===== config.mk =====
export PLATFORM = sky130hd
export DESIGN_NAME = wsg_front
export DESIGN_NICKNAME = d
export VERILOG_FILES = /design/src/rtl/wsg_pkg.sv /design/src/rtl/wsg_front.sv
export SDC_FILE = /design/constraint.sdc
export NUM_CORES = 1
export LEC_CHECK = 0
export BUFFER_PORTS_ARGS = -buffer_cell sky130_fd_sc_hd__buf_2
export CAP_MARGIN = 20
export CORE_MARGIN = 2
export CORE_UTILIZATION = 63
export DETAILED_ROUTE_END_ITERATION = 8
export GPL_TIMING_DRIVEN = 0
export PLACE_DENSITY = 0.88
export SETUP_SLACK_MARGIN = 0.3
export SLEW_MARGIN = 5
export SYNTH_ARGS = -nofsm -noshare
export SYNTH_HDL_FRONTEND = slang
export SYNTH_SLANG_ARGS = --single-unit

===== constraint.sdc =====
create_clock -name i_clk -period 9 [get_ports i_clk]
set_input_delay 1.8 -clock i_clk [delete_from_list [all_inputs] [get_ports i_clk]]
set_output_delay 1.8 -clock i_clk [all_outputs]
set_load 0.01 [all_outputs]

===== src/rtl/wsg_pkg.sv =====
// Shared types, constants and the coefficient table of the waveform sample generator.
package wsg_pkg;

    localparam int DEGREE_DEF     = 19;
    localparam int PHASE_BITS_DEF = 16;

    localparam int MODE_W   = 2;
    localparam int SAMPLE_W = 8;
    localparam int Q_W      = 64;
    localparam int X_W      = 59;
    localparam int XHI_W    = X_W - 32;

    localparam logic [MODE_W-1:0] MODE_SQUARE   = 2'd0;
    localparam logic [MODE_W-1:0] MODE_SAWTOOTH = 2'd1;
    localparam logic [MODE_W-1:0] MODE_TRIANGLE = 2'd2;
    localparam logic [MODE_W-1:0] MODE_SINE     = 2'd3;

    // Two pi in Q3.56, split into the low 32 bits and the rest.
    localparam logic [31:0]      TWO_PI_LO = 32'h110B_4612;
    localparam logic [XHI_W-1:0] TWO_PI_HI = 27'h648_7ED5;

    localparam logic [Q_W-1:0] Q_MAX = 64'h7FFF_FFFF_FFFF_FFFF;
    localparam logic [Q_W-1:0] Q_MIN = 64'h8000_0000_0000_0000;

    // 127 + 0.5 in Q56 units.
    localparam logic [Q_W-1:0] ROUND_BIAS = 64'h7F80_0000_0000_0000;

    typedef struct packed {
        logic [MODE_W-1:0]   mode;
        logic [SAMPLE_W-1:0] simple;
        logic [X_W-1:0]      x;
    } t_side;

    typedef struct packed {
        logic           vld;
        t_side          side;
        logic [Q_W-1:0] r;
    } t_cell_bus;

    // Magnitude of the Taylor coefficient 1/k! in Q56, floored step by step.
    function automatic logic [Q_W-1:0] coef_mag(input int k);
        logic [Q_W-1:0] m;
        case (k)
            1:       m = 64'd72057594037927936;
            2:       m = 64'd36028797018963968;
            3:       m = 64'd12009599006321322;
            4:       m = 64'd3002399751580330;
            5:       m = 64'd600479950316066;
            6:       m = 64'd100079991719344;
            7:       m = 64'd14297141674192;
            8:       m = 64'd1787142709274;
            9:       m = 64'd198571412141;
            10:      m = 64'd19857141214;
            11:      m = 64'd1805194655;
            12:      m = 64'd150432887;
            13:      m = 64'd11571760;
            14:      m = 64'd826554;
            15:      m = 64'd55103;
            16:      m = 64'd3443;
            17:      m = 64'd202;
            18:      m = 64'd11;
            default: m = 64'd0;
        endcase
        return m;
    endfunction

endpackage


===== src/rtl/wsg_front.sv =====
// Front stages: phase to Q3.56 angle and the square, sawtooth and triangle shapes.
module wsg_front #(
    parameter int PHASE_BITS = wsg_pkg::PHASE_BITS_DEF
) (
    input  logic                         i_clk,
    input  logic                         i_rst_n,
    input  logic                         i_en,
    input  logic                         i_vld,
    input  logic [PHASE_BITS-1:0]        i_phase,
    input  logic [wsg_pkg::MODE_W-1:0]   i_mode,
    output wsg_pkg::t_cell_bus           o_bus
);
    localparam int PL_W   = PHASE_BITS + 32;
    localparam int PH_W   = PHASE_BITS + wsg_pkg::XHI_W;
    localparam int FULL_W = PHASE_BITS + wsg_pkg::X_W;
    localparam logic [PHASE_BITS-1:0] HALF = {1'b1, {(PHASE_BITS-1){1'b0}}};

    logic                          r_vld_a;
    logic [wsg_pkg::MODE_W-1:0]    r_mode_a;
    logic [PHASE_BITS-1:0]         r_p;
    logic [PL_W-1:0]               r_pl;
    logic [PH_W-1:0]               r_ph;
    logic                          r_vld_b;
    wsg_pkg::t_side                r_side;

    logic [PL_W-1:0]               n_pl;
    logic [PH_W-1:0]               n_ph;
    logic [FULL_W-1:0]             n_full;
    logic [PHASE_BITS+7:0]         n_saw;
    logic [PHASE_BITS:0]           n_neg;
    logic [PHASE_BITS-1:0]         n_q;
    logic [PHASE_BITS+8:0]         n_tri;
    logic [wsg_pkg::SAMPLE_W-1:0]  n_simple;

    assign n_pl   = PL_W'(i_phase) * PL_W'(wsg_pkg::TWO_PI_LO);
    assign n_ph   = PH_W'(i_phase) * PH_W'(wsg_pkg::TWO_PI_HI);
    assign n_full = {r_ph, 32'd0} + FULL_W'(r_pl);

    assign n_saw = {r_p, 8'd0} - (PHASE_BITS + 8)'(r_p) + (PHASE_BITS + 8)'(HALF);
    assign n_neg = {1'b1, {PHASE_BITS{1'b0}}} - {1'b0, r_p};
    assign n_q   = r_p[PHASE_BITS-1] ? n_neg[PHASE_BITS-1:0] : r_p;
    assign n_tri = {n_q, 9'd0} - (PHASE_BITS + 9)'({n_q, 1'b0})
                 + (PHASE_BITS + 9)'(HALF);

    always_comb begin
        case (r_mode_a)
            wsg_pkg::MODE_SQUARE:   n_simple = r_p[PHASE_BITS-1] ? 8'd0 : 8'd255;
            wsg_pkg::MODE_SAWTOOTH: n_simple = n_saw[PHASE_BITS +: 8];
            wsg_pkg::MODE_TRIANGLE: n_simple = n_tri[PHASE_BITS +: 8];
            default:                n_simple = 8'd0;
        endcase
    end

    always_ff @(posedge i_clk) begin
        if (!i_rst_n) begin
            r_vld_a <= 1'b0;
            r_vld_b <= 1'b0;
        end else if (i_en) begin
            r_vld_a <= i_vld;
            r_vld_b <= r_vld_a;
        end
    end

    always_ff @(posedge i_clk) begin
        if (i_en) begin
            r_mode_a      <= i_mode;
            r_p           <= i_phase;
            r_pl          <= n_pl;
            r_ph          <= n_ph;
            r_side.mode   <= r_mode_a;
            r_side.simple <= n_simple;
            r_side.x      <= n_full[PHASE_BITS +: wsg_pkg::X_W];
        end
    end

    assign o_bus.vld  = r_vld_b;
    assign o_bus.side = r_side;
    assign o_bus.r    = '0;
endmodule


# [Yosys cells after proc, flatten, opt, wreduce, memory -nomap -nowiden]
# Index checks and enable logic that the tools add are counted.
[word_totals] regBits=176 latchBits=0 ram_bits=0 rom_bits=0 input_bits=22 output_inout_bits=134 word_cells=23 mem_count=0
[op_classes] addsub=6 mul=2 div=0 magnitude_cmp=0 n_eq_ne=2 n_shift=0 mux=3 bitwise_logic=0 reduce_logical=1
[ops] op="adder 75 x 45 -> 75 bit" count=1
[ops] op="adder 24 x 16 -> 24 bit (second input constant)" count=2
[ops] op="multiplier 16 x 28 -> 44 bit (second input constant)" count=1
[ops] op="multiplier 16 x 27 -> 43 bit (second input constant)" count=1
[ops] op="one-hot mux 8 bit (3 select lines)" count=1
[ops] op="subtractor 24 x 16 -> 24 bit" count=1
[ops] op="subtractor 24 x 17 -> 24 bit" count=1
[ops] op="two-way mux 16 bit" count=1
[ops] op="subtractor 1 x 16 -> 16 bit (first input constant)" count=1
[ops] op="two-way mux 8 bit" count=1
[ops] op="== test 2 x 1 -> 1 bit (second input constant)" count=1
[ops] op="== test 2 bit (second input constant)" count=1
[ops] op="zero test 2 bit" count=1

# [Logic depth before layout (Yosys ltp)]
[depth] word_depth=5 ltp_mapped=22

# [Worst setup path before layout]
# OpenSTA, ideal clock, no wires.
[synth_path] path_type="input port to flip-flop" startpoint="input port i_phase[1]" endpoint="register r_ph[40], data pin" setup_time_ns=0.259 arrival_ns=7.334 required_ns=8.741 slack_ns=1.406 stages=20 cell_sequence="inv_1 fa_1 fa_1 fa_1 inv_1 fa_1 inv_1 fa_1 inv_1 fa_1 ha_1 nand3_1 o211ai_1 a221o_1 a221o_1 o21a_1 o2111a_1 a211oi_1 o21ai_0 xnor2_1"
[synth_via] elab_chain_cells=1
[synth_rtl] element="start, declared" line_no="wsg_front.sv:9" rtl="input logic [PHASE_BITS-1:0] i_phase,"
[synth_rtl] element="multiplier 16 x 27 -> 43 bit" line_no="wsg_front.sv:36" rtl="assign n_ph = PH_W'(i_phase) * PH_W'(wsg_pkg::TWO_PI_HI);"
[synth_rtl] element="via n_ph[40]" line_no="wsg_front.sv:27" rtl="logic [PH_W-1:0] n_ph;"
[synth_rtl] element="end signal, assigned" line_no="wsg_front.sv:69" rtl="r_ph <= n_ph;"
[synth_rtl] element="end, declared" line_no="wsg_front.sv:22" rtl="logic [PH_W-1:0] r_ph;"
# The timed path passes the listed nets, and every way through them passes these cells.
# A chain may end at the register's enable or synchronous reset.

# [Final worst setup path]
[layout_path] startpoint="input port i_phase[2]" endpoint="register r_ph[40], data pin"
# Same word-level chain as after synthesis.

==> flow_metrics.env <==
export IMPL_status="finished clean"
export IMPL_setup_viol=0
export IMPL_wl_um=46700
export IMPL_cts_tree="built"
export IMPL_ys_types=70
export IMPL_postCtsSetupRepairBufs=0
export IMPL_seq_area_mm2=0.00475
export IMPL_synth_most_common_cell="ha_1"
export IMPL_min_period_ns=8.37
export IMPL_dp_hpwl_um=37700
export IMPL_synthToLayoutAreaGrowth_pct=9.12
export IMPL_cts_clk_slew_worst_paths_ns=0.06
export IMPL_nets=2690
export IMPL_ys_ff_latch=159
export IMPL_synth_area_leaders="edfxtp_1 23%, ha_1 23%, fa_1 22%, inv_1 6.8%, xnor2_1 3.9%"
export IMPL_portBuffers=91
export IMPL_required_ns=9.19
export IMPL_die_w_um=183
export IMPL_ant_nets=0
export IMPL_synth_top_cell_area_share=0.233
export IMPL_critPathKind="input port to flop"
export IMPL_cp_start_kind="input port"
export IMPL_place_congestion=0.965
export IMPL_drv_cap=0
export IMPL_drc=0
export IMPL_slew_violations=0
export IMPL_antenna_found_initial=0
export IMPL_max_freq_mhz=120
export IMPL_synth_area_per_cell_um2=10.7
export IMPL_initialDrtViolationCount=1117
export IMPL_post_drt_wl_per_cell_um=18.7
export IMPL_yosys_warnings=0
export IMPL_drt_pre_antenna_iters=5
export IMPL_hold_viol=0
export IMPL_synth_top_area_cell="edfxtp_1"
export IMPL_htree_levels=4
export IMPL_tightest_slew_ns=1.08
export IMPL_clk_latency_ns=0.45
export IMPL_num_rows=65
export IMPL_fin_skew_ns=0.00947
export IMPL_drive_gt1_frac=0.0982
export IMPL_core_mm2=0.0316
export IMPL_hold_buffers=0
export IMPL_slew_headroom=0.278
export IMPL_cp_max_fo=12
export IMPL_finalSetupTns_ns=0
export IMPL_rsz0062_at_grt="no"
export IMPL_clock_sinks=159
export IMPL_synthCells=1900
export IMPL_grt_pass1_wl_um=74700
export IMPL_grt_max_degree=82
export IMPL_min_delay_path_class="flop to flop"
export IMPL_synth_ff_type="edfxtp_1"
export IMPL_num_vias=14400
export IMPL_die_area_mm2=0.0336
export IMPL_cts_buffers=17
export IMPL_ios=156
export IMPL_root_buffer="clkbuf_16"
export IMPL_worstSetupEndpointType="flop"
export IMPL_async_reset_ff_frac=0
export IMPL_synth_common_cells="370 x ha_1, 366 x inv_1, 224 x fa_1"
export IMPL_cts_repair_resized=0
export IMPL_synth_edf_count=157
export IMPL_ys_seq_area_frac=0.235
export IMPL_die_h_um=183
export IMPL_n_fill_cell=2205
export IMPL_min_period_over_period=0.930
export IMPL_initial_utilization=0.640
export IMPL_grt_pass1_vias=15000
export IMPL_grt_util_all_layers=0.288
export IMPL_routed_via_density=5.78
export IMPL_diodes=0
export IMPL_synthesis_area_mm2=0.0203
export IMPL_multi_input_comb_area_mm2=0.0138
export IMPL_clockBufferDepth=2
export IMPL_cp_data_arrival_time_ns=8.56
export IMPL_grt_overflow=0
## cells by family after synthesis
kind of cell,Yosys count,synth area share
adder cells (fa/ha/maj),594,0.450
buffers and inverters,449,0.0953
AND/OR/NAND/NOR,296,0.0761
AO/OA/AOI/OAI,269,0.0865
flip-flops,159,0.235
XOR/XNOR,126,0.0545
multiplexers,6,0.00296
other,1,0.000185
## through the flow
| step | instance area, µm² | setup WS (ns) | hold WS [ns] | utilization | cells |
|---|---|---|---|---|---|
| 2_1_floorplan | 20500 | 1.41 | 0.400 | - | 1963 |
| 3_3_place_gp | 21500 | 0.317 | 0.406 | 0.678 | 2456 |
| 3_5_place_dp | 21500 | 0.226 | 0.405 | 0.679 | 2457 |
| 4_1_cts | 22100 | 0.678 | 0.420 | 0.699 | 2489 |
| 5_1_grt | 22100 | 0.357 | 0.423 | 0.699 | 2489 |
| 6_report | 22100 | 0.633 | 0.420 | 0.699 | 2489 |
## layout make-up
class                   instances  share of cell area
plain buffers                  82              0.0250
clock buffers                  20              0.0197
clock inverters                12             0.00826
inverters                     367              0.0623
multi-input cells            1355               0.625
flip-flops and latches        159               0.215
well taps                     402              0.0227
repair buffers                 92              0.0221
## layer usage
metal | GRT usage | part of all wire
met4 | 0.0938 | 0.028
met1 | 0.344 | 0.39
met5 | 0 | 0
met2 | 0.517 | 0.51
met3 | 0.0618 | 0.067
## flip-flops by register name, summed over array words and instances (netlist names)
register  count
o_bus        69
r_ph         41
r_pl         29
r_p          16
r_mode_a      2
r_vld_a       1
r_vld_b       1
## critical path: stages
cell      delay (ns)
buf_2           0.36
inv_1           0.25
fa_1            0.75
fa_1            0.50
fa_1            0.52
inv_1           0.05
fa_1            0.39
fa_1            0.53
inv_1           0.07
fa_1            0.53
inv_1           0.04
ha_1            0.36
a21oi_1         0.24
o211ai_1        0.17
a221o_1         0.48
a221o_1         0.40
o21a_1          0.22
o2111a_1        0.23
a211oi_1        0.34
o21ai_0         0.17
xnor2_1         0.15
## placed cells by master (no fill, tap or decap), types with 17 or more instances in the layout
master and instances:
nand4_1 27, ha_1 370, buf_2 91, nor2_1 60
clkbuf_1 19, a21o_1 36, fa_1 224, o21ai_0 37
clkbuf_16 17, nor3_1 23, inv_1 366, nand2_1 61
nand3_1 32, a21oi_1 97, buf_4 65, and3_1 21
edfxtp_1 157, xor2_1 35, xnor2_1 91, conb_1 64
## final timing paths
kind	endpoint	depth (start not counted)	start	slack (ns)
hold reg to reg	o_bus[78]$_DFFE_PP_	0	r_pl[30]$_DFFE_PP_	0.42
setup / recovery	r_ph[40]$_DFFE_PP_	21	i_phase[2]	0.63
setup reg to reg	o_bus[130]$_DFFE_PP_	16	r_p[5]$_DFFE_PP_	4.06
hold / removal	o_bus[78]$_DFFE_PP_	0	r_pl[30]$_DFFE_PP_	0.42
Power is not shown: default switching activity piles up to over one toggle a cycle in this logic, so the estimate is an artifact.
