===== config.mk =====
export PLATFORM = sky130hd
export DESIGN_NAME = wsg_back
export DESIGN_NICKNAME = d
export VERILOG_FILES = /design/src/rtl/wsg_pkg.sv /design/src/rtl/wsg_back.sv
export SDC_FILE = /design/constraint.sdc
export NUM_CORES = 1
export LEC_CHECK = 0
export BUFFER_PORTS_ARGS = -buffer_cell sky130_fd_sc_hd__buf_2
export CORE_AREA = 3 3 96 98
export DETAILED_ROUTE_END_ITERATION = 16
export DIE_AREA = 0 0 99 101
export PLACE_DENSITY = 0.84
export SETUP_SLACK_MARGIN = 0.02
export SLEW_MARGIN = 0
export SYNTH_ARGS = -nofsm -noshare
export SYNTH_HDL_FRONTEND = slang
export SYNTH_SLANG_ARGS = --single-unit
export TNS_END_PERCENT = 5

===== constraint.sdc =====
create_clock -name i_clk -period 5.1 [get_ports i_clk]
set_clock_uncertainty 0.05 [all_clocks]
set_input_delay 1.02 -clock i_clk [delete_from_list [all_inputs] [get_ports i_clk]]
set_output_delay 1.02 -clock i_clk [all_outputs]
set_load 0.02 [all_outputs]

===== src/rtl/wsg_pkg.sv =====
// Shared types, constants and the coefficient table of the waveform sample generator.
package wsg_pkg;

    localparam int DEGREE_DEF     = 19;
    localparam int PHASE_BITS_DEF = 16;

    localparam int MODE_W   = 2;
    localparam int SAMPLE_W = 8;
    localparam int Q_W      = 64;
    localparam int X_W      = 59;
    localparam int XHI_W    = X_W - 32;

    localparam logic [MODE_W-1:0] MODE_SQUARE   = 2'd0;
    localparam logic [MODE_W-1:0] MODE_SAWTOOTH = 2'd1;
    localparam logic [MODE_W-1:0] MODE_TRIANGLE = 2'd2;
    localparam logic [MODE_W-1:0] MODE_SINE     = 2'd3;

    // Two pi in Q3.56, split into the low 32 bits and the rest.
    localparam logic [31:0]      TWO_PI_LO = 32'h110B_4612;
    localparam logic [XHI_W-1:0] TWO_PI_HI = 27'h648_7ED5;

    localparam logic [Q_W-1:0] Q_MAX = 64'h7FFF_FFFF_FFFF_FFFF;
    localparam logic [Q_W-1:0] Q_MIN = 64'h8000_0000_0000_0000;

    // 127 + 0.5 in Q56 units.
    localparam logic [Q_W-1:0] ROUND_BIAS = 64'h7F80_0000_0000_0000;

    typedef struct packed {
        logic [MODE_W-1:0]   mode;
        logic [SAMPLE_W-1:0] simple;
        logic [X_W-1:0]      x;
    } t_side;

    typedef struct packed {
        logic           vld;
        t_side          side;
        logic [Q_W-1:0] r;
    } t_cell_bus;

    // Magnitude of the Taylor coefficient 1/k! in Q56, floored step by step.
    function automatic logic [Q_W-1:0] coef_mag(input int k);
        logic [Q_W-1:0] m;
        case (k)
            1:       m = 64'd72057594037927936;
            2:       m = 64'd36028797018963968;
            3:       m = 64'd12009599006321322;
            4:       m = 64'd3002399751580330;
            5:       m = 64'd600479950316066;
            6:       m = 64'd100079991719344;
            7:       m = 64'd14297141674192;
            8:       m = 64'd1787142709274;
            9:       m = 64'd198571412141;
            10:      m = 64'd19857141214;
            11:      m = 64'd1805194655;
            12:      m = 64'd150432887;
            13:      m = 64'd11571760;
            14:      m = 64'd826554;
            15:      m = 64'd55103;
            16:      m = 64'd3443;
            17:      m = 64'd202;
            18:      m = 64'd11;
            default: m = 64'd0;
        endcase
        return m;
    endfunction

endpackage


===== src/rtl/wsg_back.sv =====
// Back stages: sine scaling and rounding, shape select and the output register.
module wsg_back (
    input  logic                          i_clk,
    input  logic                          i_rst_n,
    input  logic                          i_en,
    input  wsg_pkg::t_cell_bus            i_bus,
    output logic                          o_vld,
    output logic [wsg_pkg::SAMPLE_W-1:0]  o_sample
);
    logic                          r_vld_1;
    logic [wsg_pkg::MODE_W-1:0]    r_mode_1;
    logic [wsg_pkg::SAMPLE_W-1:0]  r_simple_1;
    logic [71:0]                   r_t;
    logic                          r_out_vld;
    logic [wsg_pkg::SAMPLE_W-1:0]  r_result;

    logic [71:0]                   n_t;
    logic [71:0]                   n_v;
    logic [wsg_pkg::SAMPLE_W-1:0]  n_sine;
    logic [wsg_pkg::SAMPLE_W-1:0]  n_result;

    assign n_t = {i_bus.r[63], i_bus.r, 7'd0} - {{8{i_bus.r[63]}}, i_bus.r};
    assign n_v = r_t + 72'(wsg_pkg::ROUND_BIAS);

    always_comb begin
        if (n_v[71]) begin
            n_sine = 8'd0;
        end else if (n_v[71:64] != 8'd0) begin
            n_sine = 8'd255;
        end else begin
            n_sine = n_v[63:56];
        end
    end

    assign n_result = (r_mode_1 == wsg_pkg::MODE_SINE) ? n_sine : r_simple_1;

    always_ff @(posedge i_clk) begin
        if (!i_rst_n) begin
            r_vld_1   <= 1'b0;
            r_out_vld <= 1'b0;
        end else if (i_en) begin
            r_vld_1   <= i_bus.vld;
            r_out_vld <= r_vld_1;
        end
    end

    always_ff @(posedge i_clk) begin
        if (i_en) begin
            r_mode_1   <= i_bus.side.mode;
            r_simple_1 <= i_bus.side.simple;
            r_t        <= n_t;
            r_result   <= n_result;
        end
    end

    assign o_vld    = r_out_vld;
    assign o_sample = r_result;
endmodule


# Word level (Yosys, flattened, before mapping)
# Cells that the tools add are included.
dict set report word_totals {
  output_inout_bits 9
  reg_bits 92
  input_bits 137
}
dict set report op_classes {
  addsub 2
  n_mux 3
  n_reduce_logical 1
  eq_ne 1
}
# op n
set op_table {}
lappend op_table {{72-bit by 63-bit adder with 72-bit output, second input constant} 1}
lappend op_table {{71-bit by 64-bit subtractor with 72-bit output} 1}
lappend op_table {{8-bit two-way mux} 3}
lappend op_table {{8-bit nonzero test} 1}
lappend op_table {{2-bit == test, second input constant} 1}

# Longest topological paths before layout
# Gate-level depths: netlist of the first run.
dict set report logic_depth {
  depth_word 5
  mapped_depth 11
}

# Least setup slack after synthesis of the first run
# Ideal clock, no wire load.
dict set report synth_timing {
  path_kind {input to register}
  startpoint {input i_bus[25] (netlist name)}
  endpoint {register r_t[67] (data pin)}
  required_ns 4.880
  path_slack_ns 1.851
  path_stages 10
  arrival_time_ns 3.029
  cell_sequence {inv_1 -> ha_1 -> and3_1 -> nand2_1 -> nor4_1 -> and3_1 -> o2111ai_1 -> a2111o_1 -> and4b_1 -> a311oi_2}
}
dict set report synth_via {
  elab_chain_len 1
}
# item line_no
set synth_rtl {}
lappend synth_rtl {{start, declared} wsg_back.sv:6} ;# input wsg_pkg::t_cell_bus i_bus,
lappend synth_rtl {{71-bit by 64-bit subtractor with 72-bit output} wsg_back.sv:22} ;# assign n_t = {i_bus.r[63], i_bus.r, 7'd0} - {{8{i_bus.r[63]}}, i_bus.r};
lappend synth_rtl {{net n_t[67]} wsg_back.sv:17} ;# logic [71:0] n_t;
lappend synth_rtl {{end signal, assigned} wsg_back.sv:51} ;# r_t <= n_t;
lappend synth_rtl {{end, declared} wsg_back.sv:13} ;# logic [71:0] r_t;
# The timed path passes the listed nets, and every way through them passes these cells.
# A chain may end at the register's enable or synchronous reset.

# Worst setup path in the final report of the first run
dict set report layout_timing {
  startpoint {input i_bus[6] (netlist name)}
  endpoint {register r_t[65] (data pin)}
}
# Same word-level chain as after synthesis.

==> results of run 1 <==
-- worst max-delay path by stage --
stage,start,end,slack [ps],cells past startpoint
CTS,i_bus[6],r_t[65]$_DFFE_PP_,1580,9
detailed placement,i_bus[6],r_t[65]$_DFFE_PP_,1270,9
floorplan,i_bus[25],r_t[67]$_DFFE_PP_,1850,10
global placement,i_bus[6],r_t[65]$_DFFE_PP_,1330,9
finish,i_bus[6],r_t[65]$_DFFE_PP_,1520,9
global route,i_bus[47],r_t[64]$_DFFE_PP_,1380,11
-- critical path, delay by kind of cell --
family / cells / cell delay (ps)
AOI/OAI and AO/OA: 3 / 1110
and+or+nand+nor: 4 / 1150
buffers and inverters: 1 / 120
xor gates and xnor gates: 1 / 150
-- sequential cells by signal, summed over array words and instances (netlist names) --
name	cells
r_t	17
o_sample	8
r_simple_1	8
r_mode_1	2
o_vld	1
r_vld_1	1
-- routing by layer --
metal | routed length, µm | global-route usage | vias up
met5 | 0 | 0 | -
met4 | 388 | 0.08718 | 0
met2 | 5856 | 0.4267 | 156
li1 | - | - | 2351
met3 | 575 | 0.01730 | 33
met1 | 5173 | 0.2871 | 2141
-- layout by cell type (no fill, tap or decap), types with 14 or more instances in the layout --
| master | n |
|---|---|
| ha_1 | 64 |
| a21oi_1 | 57 |
| nand2_1 | 48 |
| buf_2 | 86 |
| edfxtp_1 | 35 |
| nand3_1 | 26 |
| a21o_1 | 34 |
| nand4_1 | 14 |
| nor2_1 | 32 |
| inv_1 | 69 |
| o21ai_0 | 23 |
-- logic make-up (layout without fill, tap and decap cells) --
| kind of cell | count (synthesis) | after routing | synth area share |
|---|---|---|---|
| AOI/OAI and AO/OA | 192 | 192 | 0.2803 |
| and+or+nand+nor | 187 | 187 | 0.2097 |
| buffers and inverters | 74 | 163 | 0.06081 |
| adders and majority gates | 64 | 64 | 0.1730 |
| DFF | 37 | 37 | 0.2357 |
| xor gates and xnor gates | 18 | 18 | 0.03405 |
| muxes | 3 | 3 | 0.006487 |
-- final cells by class --
type	count	area [µm²]
Tap cell	108	135.1
Sequential cell	37	1091
Multi-Input combinational cell	464	3257
Inverter	69	259.0
Clock buffer	7	76.32
Clock inverter	1	5.005
Fill cell	787	3297
Timing Repair Buffer	86	430.4
-- power by group --
part           switching, mW  internal (mW)  total (mW)
Combinational          0.259          0.198       0.457
Sequential            0.0275          0.380       0.407
Clock                 0.0880         0.0957       0.184
-- stage by stage --
stage	instance area, µm²	cells	setup WS (ps)
CTS	5254	772	1580
floorplan	4629	575	1851
global route	5254	772	1380
detailed placement	5172	764	1272
finish	5254	772	1517
global placement	5172	764	1327
==> impl_metrics.csv, run 1 <==
group,metric,value,unit
logic_synthesis,yosysTopAreaCellShare,0.2270,
routing,wirelength,11990,µm
timing,whs,475.0,ps
floorplanning,initial_core_util,0.5414,
outcome,status,"completed",
routing,antenna_left,0,
place,port_buffers,86,
timing,rsz0062_at_grt,"no",
cts,clkTransAtPathRegs,70,ps
worst_setup_path,end_kind,"flip-flop",
worst_setup_path,path_cells,"buf_2, or4_4, nor4_1, nor2_1, a2111oi_0, o221ai_1, a211oi_1, nor2_1, xnor2_1",
floorplanning,core_area,8551,µm²
timing,drv_slew,0,
finish,postLayoutCoreUtil,0.6144,
worst_setup_path,worstReg2RegEnd,"o_sample[6]$_DFFE_PP_",
floorplanning,die_y,101,µm
finish,drive_gt1_frac,0.1657,
place,dpl.hpwl,10020,µm
finish,diodes,0,
worst_setup_path,start_kind,"input pin",
power,power_density,199.5,nW/µm²
logic_synthesis,async_flop_share,0,
cts,cts_buffers,5,
logic_synthesis,seq_area_frac_synth,0.2357,
cts,cts_resized,0,
timing,tns,0,ps
hold_path,min_to,"o_vld$_SDFFE_PN0P_",
logic_synthesis,ys_top_cells_by_area,"edfxtp_1 (23%), ha_1 (17%), a21oi_1 (6.2%)",
worst_setup_path,r2r_setup_slack,2040,ps
timing,setup_viol,0,
floorplanning,fp.dieArea,9999,µm²
power,power.total,1.048,mW
routing,wl_per_cell,15.54,µm
timing,worst_pin_slew,806.7,ps
worst_setup_path,path_max_fanout,2,
finish,nets,864,
cts,htreeDepth,2,
place,gp_congestion,0.9355,
power,peakVddDrop,0.1002,mV
routing,viasPerCell,6.063,
logic_synthesis,syn_nets,776,
worst_setup_path,critPathKind,"input pin to flip-flop",
hold_path,hp-class,"flip-flop to flip-flop",
logic_synthesis,syn_inst,575,
grt,grt.overflow.total,0,
worst_setup_path,cp_slowest_cell,"or4_4",
logic_synthesis,yosys-top-cells-count,"inv_1 (69), ha_1 (64), a21oi_1 (57)",
worst_setup_path,cp_data_arrival_time,3550,ps
logic_synthesis,avgSynthCellArea,8.051,µm²
cts,postCtsHoldBufs,0,
routing,num_vias,4681,
logic_synthesis,synth_edf_count,35,
worst_setup_path,crit-reg2reg-launch,"r_t[55]$_DFFE_PP_",
cts,cts_tree,"built",
cts,cts_buffer_depth,2,
floorplanning,rows,34,
worst_setup_path,cpMostUsedCell,"nor2_1",
worst_setup_path,required,5070,ps
grt,grt_util_all_layers,0.2338,
grt,first_global_vias,4476,
run,maxCapViolCount,0,
floorplanning,io_pins,146,
timing,relSlewSlack,0.4622,
timing,fin_crit,3583,ps
cts,clkSinkCount,37,
logic_synthesis,yosys_most_used_dff,"edfxtp_1",
timing,fmax,279.1,MHz
floorplanning,die_w,99,µm
logic_synthesis,synth_top_cell_by_area,"edfxtp_1",
hold_path,hold_start,"o_vld$_SDFFE_PN0P_",
timing,finalCritPeriodShare,0.7025,
cts,cts_root_buffer,"clkbuf_8",
grt,grt_pass1_wl,19660,µm
routing,drc,0,
hold_path,whs_path_depth,2,
power,leakage,2.537,nW
finish,syn_to_final_growth,13.49,%
timing,final-hold-violation-count,0,
logic_synthesis,post-synth-top-count-cell,"inv_1",
routing,first_pass_iters,7,
worst_setup_path,reg2reg_depth,10,
logic_synthesis,synth_cell_type_count,61,
cts,clock_latency,270,ps
grt,grt_max_degree,38,
cts,cts_setup_buffers,0,
logic_synthesis,yosys_warnings,0,
routing,drt_iter0_markers,274,
logic_synthesis,ys_seq_elements,37,
grt,grt_antenna_before_repair,0,
logic_synthesis,synth_area,4629,µm²
worst_setup_path,max_stage_delay,540,ps
Power figures use the tool's default switching activity.
==> run 2: changes to the inputs <==
--- a/config.mk
+++ b/config.mk
@@ -6,10 +6,10 @@
 export NUM_CORES = 1
 export LEC_CHECK = 0
 export BUFFER_PORTS_ARGS = -buffer_cell sky130_fd_sc_hd__buf_2
-export CORE_AREA = 3 3 96 98
+export CORE_AREA = 3 3 98 100
 export DETAILED_ROUTE_END_ITERATION = 16
-export DIE_AREA = 0 0 99 101
-export PLACE_DENSITY = 0.84
+export DIE_AREA = 0 0 101 103
+export PLACE_DENSITY = 0.81
 export SETUP_SLACK_MARGIN = 0.02
 export SLEW_MARGIN = 0
 export SYNTH_ARGS = -nofsm -noshare
==> constraint.sdc (replaced) <==
create_clock -name i_clk -period 3.6 [get_ports i_clk]
set_clock_uncertainty 0.05 [all_clocks]
set_input_delay 0.72 -clock i_clk [delete_from_list [all_inputs] [get_ports i_clk]]
set_output_delay 0.72 -clock i_clk [all_outputs]
set_load 0.02 [all_outputs]
==> run 2 against run 1 <==
  * Sequential share of layout area fell by 0.18 points
  * Worst hold slack improved by 7.2 ps
  * First-iteration DRC count fell by 43%
  * Final area rose by 0.88%
  * Wire length fell by 0.63%
  * Non-clock buffer count rose by 6
  * Utilization fell by 0.96 points
  * Cell count rose by 0.78%
  * Largest cell class unchanged
  * Largest power group unchanged
  * Highest routed layer unchanged
==> impl_metrics.csv, run 2 (synthesis results as in run 1) <==
group,metric,value,unit
timing,whs,482.2,ps
floorplanning,die_y,103,µm
cts,cts_tree,"built",
timing,relSlewSlack,0.4922,
worst_setup_path,end_kind,"flip-flop",
power,power_density,281.0,nW/µm²
finish,fin_area,5300,µm²
finish,largest_reg_flops,17,
grt,grt_use_met1,0.2791,
routing,drt_iter0_markers,155,
grt,top_usage_layer,"met2",
finish,layout_common_cells,"buf_2 (86), inv_1 (69), ha_1 (64)",
grt,use_met3,0.02909,
power,power.total,1.489,mW
worst_setup_path,critPathKind,"input pin to flip-flop",
grt,grt_max_degree,38,
finish,diodes,0,
grt,grt.overflow.total,0,
grt,first_global_vias,4436,
power,leakage,2.569,nW
cts,cts_resized,0,
grt,grt_util_met2,0.4101,
timing,final-hold-violation-count,0,
routing,num_vias,4657,
routing,first_pass_iters,5,
finish,layout_commonest_cell,"buf_2",
finish,nets,870,
power,peakVddDrop,0.1472,mV
grt,grt_pass1_wl,19520,µm
timing,fmax,307.6,MHz
cts,htreeDepth,2,
finish,largest-register,"r_t",
place,dpl.hpwl,10170,µm
cts,cts_buffer_depth,2,
grt,grt_util_all_layers,0.2278,
routing,viasPerCell,5.986,
cts,cts_setup_buffers,0,
floorplanning,fp.dieArea,10400,µm²
outcome,status,"completed",
floorplanning,die_w,101,µm
timing,drv_slew,0,
hold_path,hp-class,"flip-flop to flip-flop",
finish,drive_gt1_frac,0.1746,
floorplanning,rows,34,
worst_setup_path,required,3630,ps
floorplanning,initial_core_util,0.5283,
run,maxCapViolCount,0,
floorplanning,core_area,8763,µm²
worst_setup_path,path_max_fanout,5,
finish,syn_to_final_growth,14.49,%
cts,clkSinkCount,37,
cts,clock_latency,280,ps
timing,fin_crit,3251,ps
finish,fillCellCount,828,
timing,finalCritPeriodShare,0.9029,
timing,worst_pin_slew,761.6,ps
worst_setup_path,start_kind,"input pin",
timing,setup_viol,0,
cts,clkTransAtPathRegs,60,ps
place,gp_congestion,0.9381,
cts,postCtsHoldBufs,0,
routing,drc,0,
routing,wirelength,11920,µm
routing,antenna_left,0,
place,dpl-instance-area,5218,µm²
timing,rsz0062_at_grt,"no",
cts,cts_buffers,5,
grt,grt_antenna_before_repair,0,
cts,cts_root_buffer,"clkbuf_8",
routing,wl_per_cell,15.32,µm
timing,tns,0,ps
floorplanning,io_pins,146,
place,port_buffers,86,
worst_setup_path,cp_data_arrival_time,3280,ps
run 2: cell types whose count changed in the layout (fill, tap and decap cells not counted), sizes merged:
cell / previous run / this run
buf: 86 / 92
clkinv: 1 / 2
clkbuf: 7 / 6
run 2: routing by layer:
layer,vias up,share of wire
li1,2359,-
met1,2101,0.43
met2,163,0.48
met3,34,0.059
met4,0,0.031
met5,-,0
run 2: per-stage QoR:
| stage | instances | utilization | setup slack (ps) |
|---|---|---|---|
| after floorplan | 575 | - | 651.0 |
| final | 778 | 0.6048 | 349.4 |
| after detailed placement | 770 | 0.5954 | 98.39 |
| after CTS | 778 | 0.6048 | 398.1 |
| after global routing | 778 | 0.6048 | 181.7 |
| after global placement | 770 | 0.5954 | 123.6 |
run 2: final timing paths:
kind	cells past startpoint	startpoint	endpoint	slack [ps]
worst min register to register	2	o_vld$_SDFFE_PN0P_	o_vld$_SDFFE_PN0P_	480
worst max register to register	10	r_t[55]$_DFFE_PP_	o_sample[6]$_DFFE_PP_	530
worst max-delay path	11	i_bus[25]	r_t[67]$_DFFE_PP_	350
worst min-delay path	2	o_vld$_SDFFE_PN0P_	o_vld$_SDFFE_PN0P_	480
run 2: worst max-delay path, cell delays in order:
cell and delay (ps):
buf_2 90, inv_1 40, ha_1 350, and3_1 250
nand2_1 120, nor4_1 260, and3_1 220, o2111ai_1 140
a2111o_1 530, and4b_1 230, a311oi_2 310
run 2: power by group:
group / switching, mW / leakage (nW) / total, mW / internal (mW)
Sequential: 0.0391 / 0.360 / 0.577 / 0.538
Clock: 0.127 / 0.0450 / 0.261 / 0.134
Combinational: 0.366 / 2.16 / 0.651 / 0.285
Total: 0.532 / 2.57 / 1.49 / 0.957
run 2: final cells by class:
class | count | area (µm²) | share of cell area
clock buffer | 6 | 72.57 | 0.01369
clock inverter | 2 | 10.01 | 0.001889
inverter | 69 | 259.0 | 0.04887
multi-input combinational | 464 | 3257 | 0.6145
sequential | 37 | 1091 | 0.2059
tap | 108 | 135.1 | 0.02550
timing repair buffer | 92 | 475.5 | 0.08971
==> run 3: changes to the inputs <==
--- a/config.mk
+++ b/config.mk
@@ -5,11 +5,12 @@
 export SDC_FILE = /design/constraint.sdc
 export NUM_CORES = 1
 export LEC_CHECK = 0
+export ABC_AREA = 1
 export BUFFER_PORTS_ARGS = -buffer_cell sky130_fd_sc_hd__buf_2
-export CORE_AREA = 3 3 98 100
+export CORE_AREA = 3 3 117 119
 export DETAILED_ROUTE_END_ITERATION = 16
-export DIE_AREA = 0 0 101 103
-export PLACE_DENSITY = 0.81
+export DIE_AREA = 0 0 120 122
+export PLACE_DENSITY = 0.79
 export SETUP_SLACK_MARGIN = 0.02
 export SLEW_MARGIN = 0
 export SYNTH_ARGS = -nofsm -noshare
==> run 3 against run 2 <==
  * Cell count grew 100%
  * Sequential power is 2% lower
  * Final area grew 48%
  * Critical endpoint is now r_t[68]$_DFFE_PP_
==> impl_metrics.csv, run 3 <==
group,metric,value,unit
power,intPower,1.176,mW
worst_setup_path,crit-reg2reg-launch,"r_t[55]$_DFFE_PP_",
grt,grt_util_all_layers,0.2908,
routing,drt_iter0_markers,627,
place,port_buffers,86,
floorplanning,die_y,122,µm
place,pre_cts_ws,610.9,ps
outcome,status,"completed",
grt,first_global_vias,7358,
power,p_switching,0.8164,mW
worst_setup_path,path_cells,"buf_2, inv_1, ha_1, nand2_1, inv_1, nand2_1, nor3_1, nand2_1, nor2_1, nand4_1, nand4_1, nand2_1",
floorplanning,fp.dieArea,14640,µm²
worst_setup_path,max_stage_delay,440,ps
floorplanning,rows,41,
power,combPwrFrac,0.474,
logic_synthesis,synth_cell_type_count,33,
logic_synthesis,seq_area_frac_synth,0.1555,
power,p_clk_frac,0.243,
routing,antenna_left,0,
logic_synthesis,yosysTopAreaCellShare,0.2643,
worst_setup_path,cpMostUsedCell,"nand2_1",
finish,layout_common_cells,"nand2_1 (494), inv_1 (300), nor2_1 (151)",
cts,cts_root_buffer,"clkbuf_16",
logic_synthesis,syn_nets,1516,
power,peakVddDrop,0.1792,mV
cts,clock_latency,280,ps
grt,grt.overflow.total,0,
routing,num_vias,7970,
logic_synthesis,synth_edf_count,35,
floorplanning,io_pins,146,
power,seqPwrFrac,0.283,
logic_synthesis,synth_top_cell_by_area,"nand2_1",
hold_path,whs_path_depth,2,
timing,rsz0062_at_grt,"no",
worst_setup_path,cp_data_arrival_time,2720,ps
logic_synthesis,synth_area,7015,µm²
worst_setup_path,worstReg2RegEnd,"o_sample[0]$_DFFE_PP_",
power,power.total,1.993,mW
finish,final_cells,1581,
place,dpl-instance-area,7661,µm²
timing,whs,442.2,ps
logic_synthesis,async_flop_share,0,
timing,fmax,363.2,MHz
timing,worst_pin_slew,818.8,ps
place,dp.cells,1573,
finish,largest-register,"r_t",
finish,nets,1609,
cts,htreeDepth,2,
logic_synthesis,ys_top_cells_by_area,"nand2_1 (26%), inv_1 (16%), edfxtp_1 (15%)",
routing,wl_per_cell,13.28,µm
worst_setup_path,path_max_fanout,7,
cts,cts_resized,0,
finish,layout_commonest_cell,"nand2_1",
power,power_density,254.7,nW/µm²
logic_synthesis,yosys-top-cells-count,"nand2_1 (494), inv_1 (300), nor2_1 (151)",
cts,cts_buffer_depth,2,
worst_setup_path,reg2reg_depth,13,
finish,drive_gt1_frac,0.08517,
finish,fin_area,7824,µm²
timing,fin_ws,846.7,ps
place,gp_congestion,1.001,
floorplanning,initial_core_util,0.5537,
worst_setup_path,start_kind,"input pin",
timing,drv_slew,0,
routing,wirelength,20990,µm
finish,syn_to_final_growth,11.52,%
grt,grt_antenna_before_repair,0,
timing,tns,0,ps
hold_path,min_to,"o_vld$_SDFFE_PN0P_",
finish,postLayoutCoreUtil,0.6175,
grt,grt_max_degree,39,
worst_setup_path,cp_slowest_cell,"ha_1",
timing,fin_crit,2753,ps
worst_setup_path,r2r_setup_slack,1550,ps
timing,setup_viol,0,
hold_path,hp-class,"flip-flop to flip-flop",
power,p_sw_frac,0.4097,
worst_setup_path,required,3570,ps
floorplanning,die_w,120,µm
finish,largest_reg_flops,17,
routing,drc,0,
timing,relSlewSlack,0.4541,
floorplanning,core_area,12670,µm²
finish,diodes,0,
hold_path,hold_start,"r_vld_1$_SDFFE_PN0P_",
cts,cts_tree,"built",
worst_setup_path,critPathKind,"input pin to flip-flop",
grt,grt_pass1_wl,34380,µm
timing,final-hold-violation-count,0,
worst_setup_path,end_kind,"flip-flop",
power,leakage,4.550,nW
logic_synthesis,ys_seq_elements,37,
cts,cts_setup_buffers,0,
routing,viasPerCell,5.041,
place,dpl.hpwl,18700,µm
routing,first_pass_iters,5,
logic_synthesis,yosys_most_used_dff,"edfxtp_1",
cts,clkTransAtPathRegs,60,ps
cts,postCtsHoldBufs,0,
cts,cts_buffers,5,
logic_synthesis,syn_inst,1315,
logic_synthesis,post-synth-top-count-cell,"nand2_1",
logic_synthesis,yosys_warnings,0,
timing,finalCritPeriodShare,0.7648,
run,maxCapViolCount,0,
logic_synthesis,avgSynthCellArea,5.335,µm²
cts,clkSinkCount,37,
[run 3: cell types whose count changed in the layout (fill, tap and decap cells not counted), moves of 12 or more]
cell / change
a21o_1: -34
a21oi_1: +18
inv_1: +231
nand2_1: +446
nand3_1: +35
nor2_1: +119
nor2b_1: -12
o21bai_1: +21
xnor2_1: -12
[run 3: worst max-delay path: cells and delay by family]
family        cells  cell delay, ps
simple gates      8            1270
fa+ha+maj         1             440
buf+inv           3             270
[run 3: final cells by class]
cell class / count / area [µm²]
Clock buffer: 6 / 128.9
Tap cell: 172 / 215.2
Multi-Input combinational cell: 976 / 4791
Timing Repair Buffer: 86 / 430.4
Clock inverter: 2 / 33.78
Fill cell: 1360 / 4847
Sequential cell: 37 / 1091
Inverter: 302 / 1134
[run 3: worst max-delay path by stage]
stage | startpoint | end | cells past startpoint
4_1_cts | i_bus[63] | r_t[68]$_DFFE_PP_ | 12
3_3_place_gp | i_bus[63] | r_t[68]$_DFFE_PP_ | 12
3_5_place_dp | i_bus[63] | r_t[68]$_DFFE_PP_ | 12
2_1_floorplan | i_bus[63] | r_t[65]$_DFFE_PP_ | 11
5_1_grt | i_bus[63] | r_t[68]$_DFFE_PP_ | 12
6_report | i_bus[63] | r_t[68]$_DFFE_PP_ | 12
[run 3: cells by family (layout without fill, tap and decap cells)]
logic type | count (synthesis) | in the layout | share of synthesized area
AO/OA/AOI/OAI | 127 | 127 | 0.1020
XOR/XNOR | 7 | 7 | 0.008739
adder cells (fa/ha/maj) | 64 | 64 | 0.1141
buffers and inverters | 302 | 396 | 0.1616
flip-flops | 37 | 37 | 0.1555
AND/OR/NAND/NOR | 778 | 778 | 0.4580
[run 3: metal layers]
metal  vias up  track usage  share of wire
met4         0      0.05512          0.017
met5         -            0              0
li1       4218            -              -
met2       250       0.4963           0.46
met3        30      0.03714          0.065
met1      3472       0.3978           0.46
[run 3: power by group through the flow]
stage	sequential [mW]	clock (mW)	combinational, mW
after detailed placement	0.573	0	0.928
after global routing	0.571	0.508	1.08
after global placement	0.572	0	0.920
after floorplan	0.578	0	0.647
final	0.565	0.484	0.944
after CTS	0.564	0.489	0.934
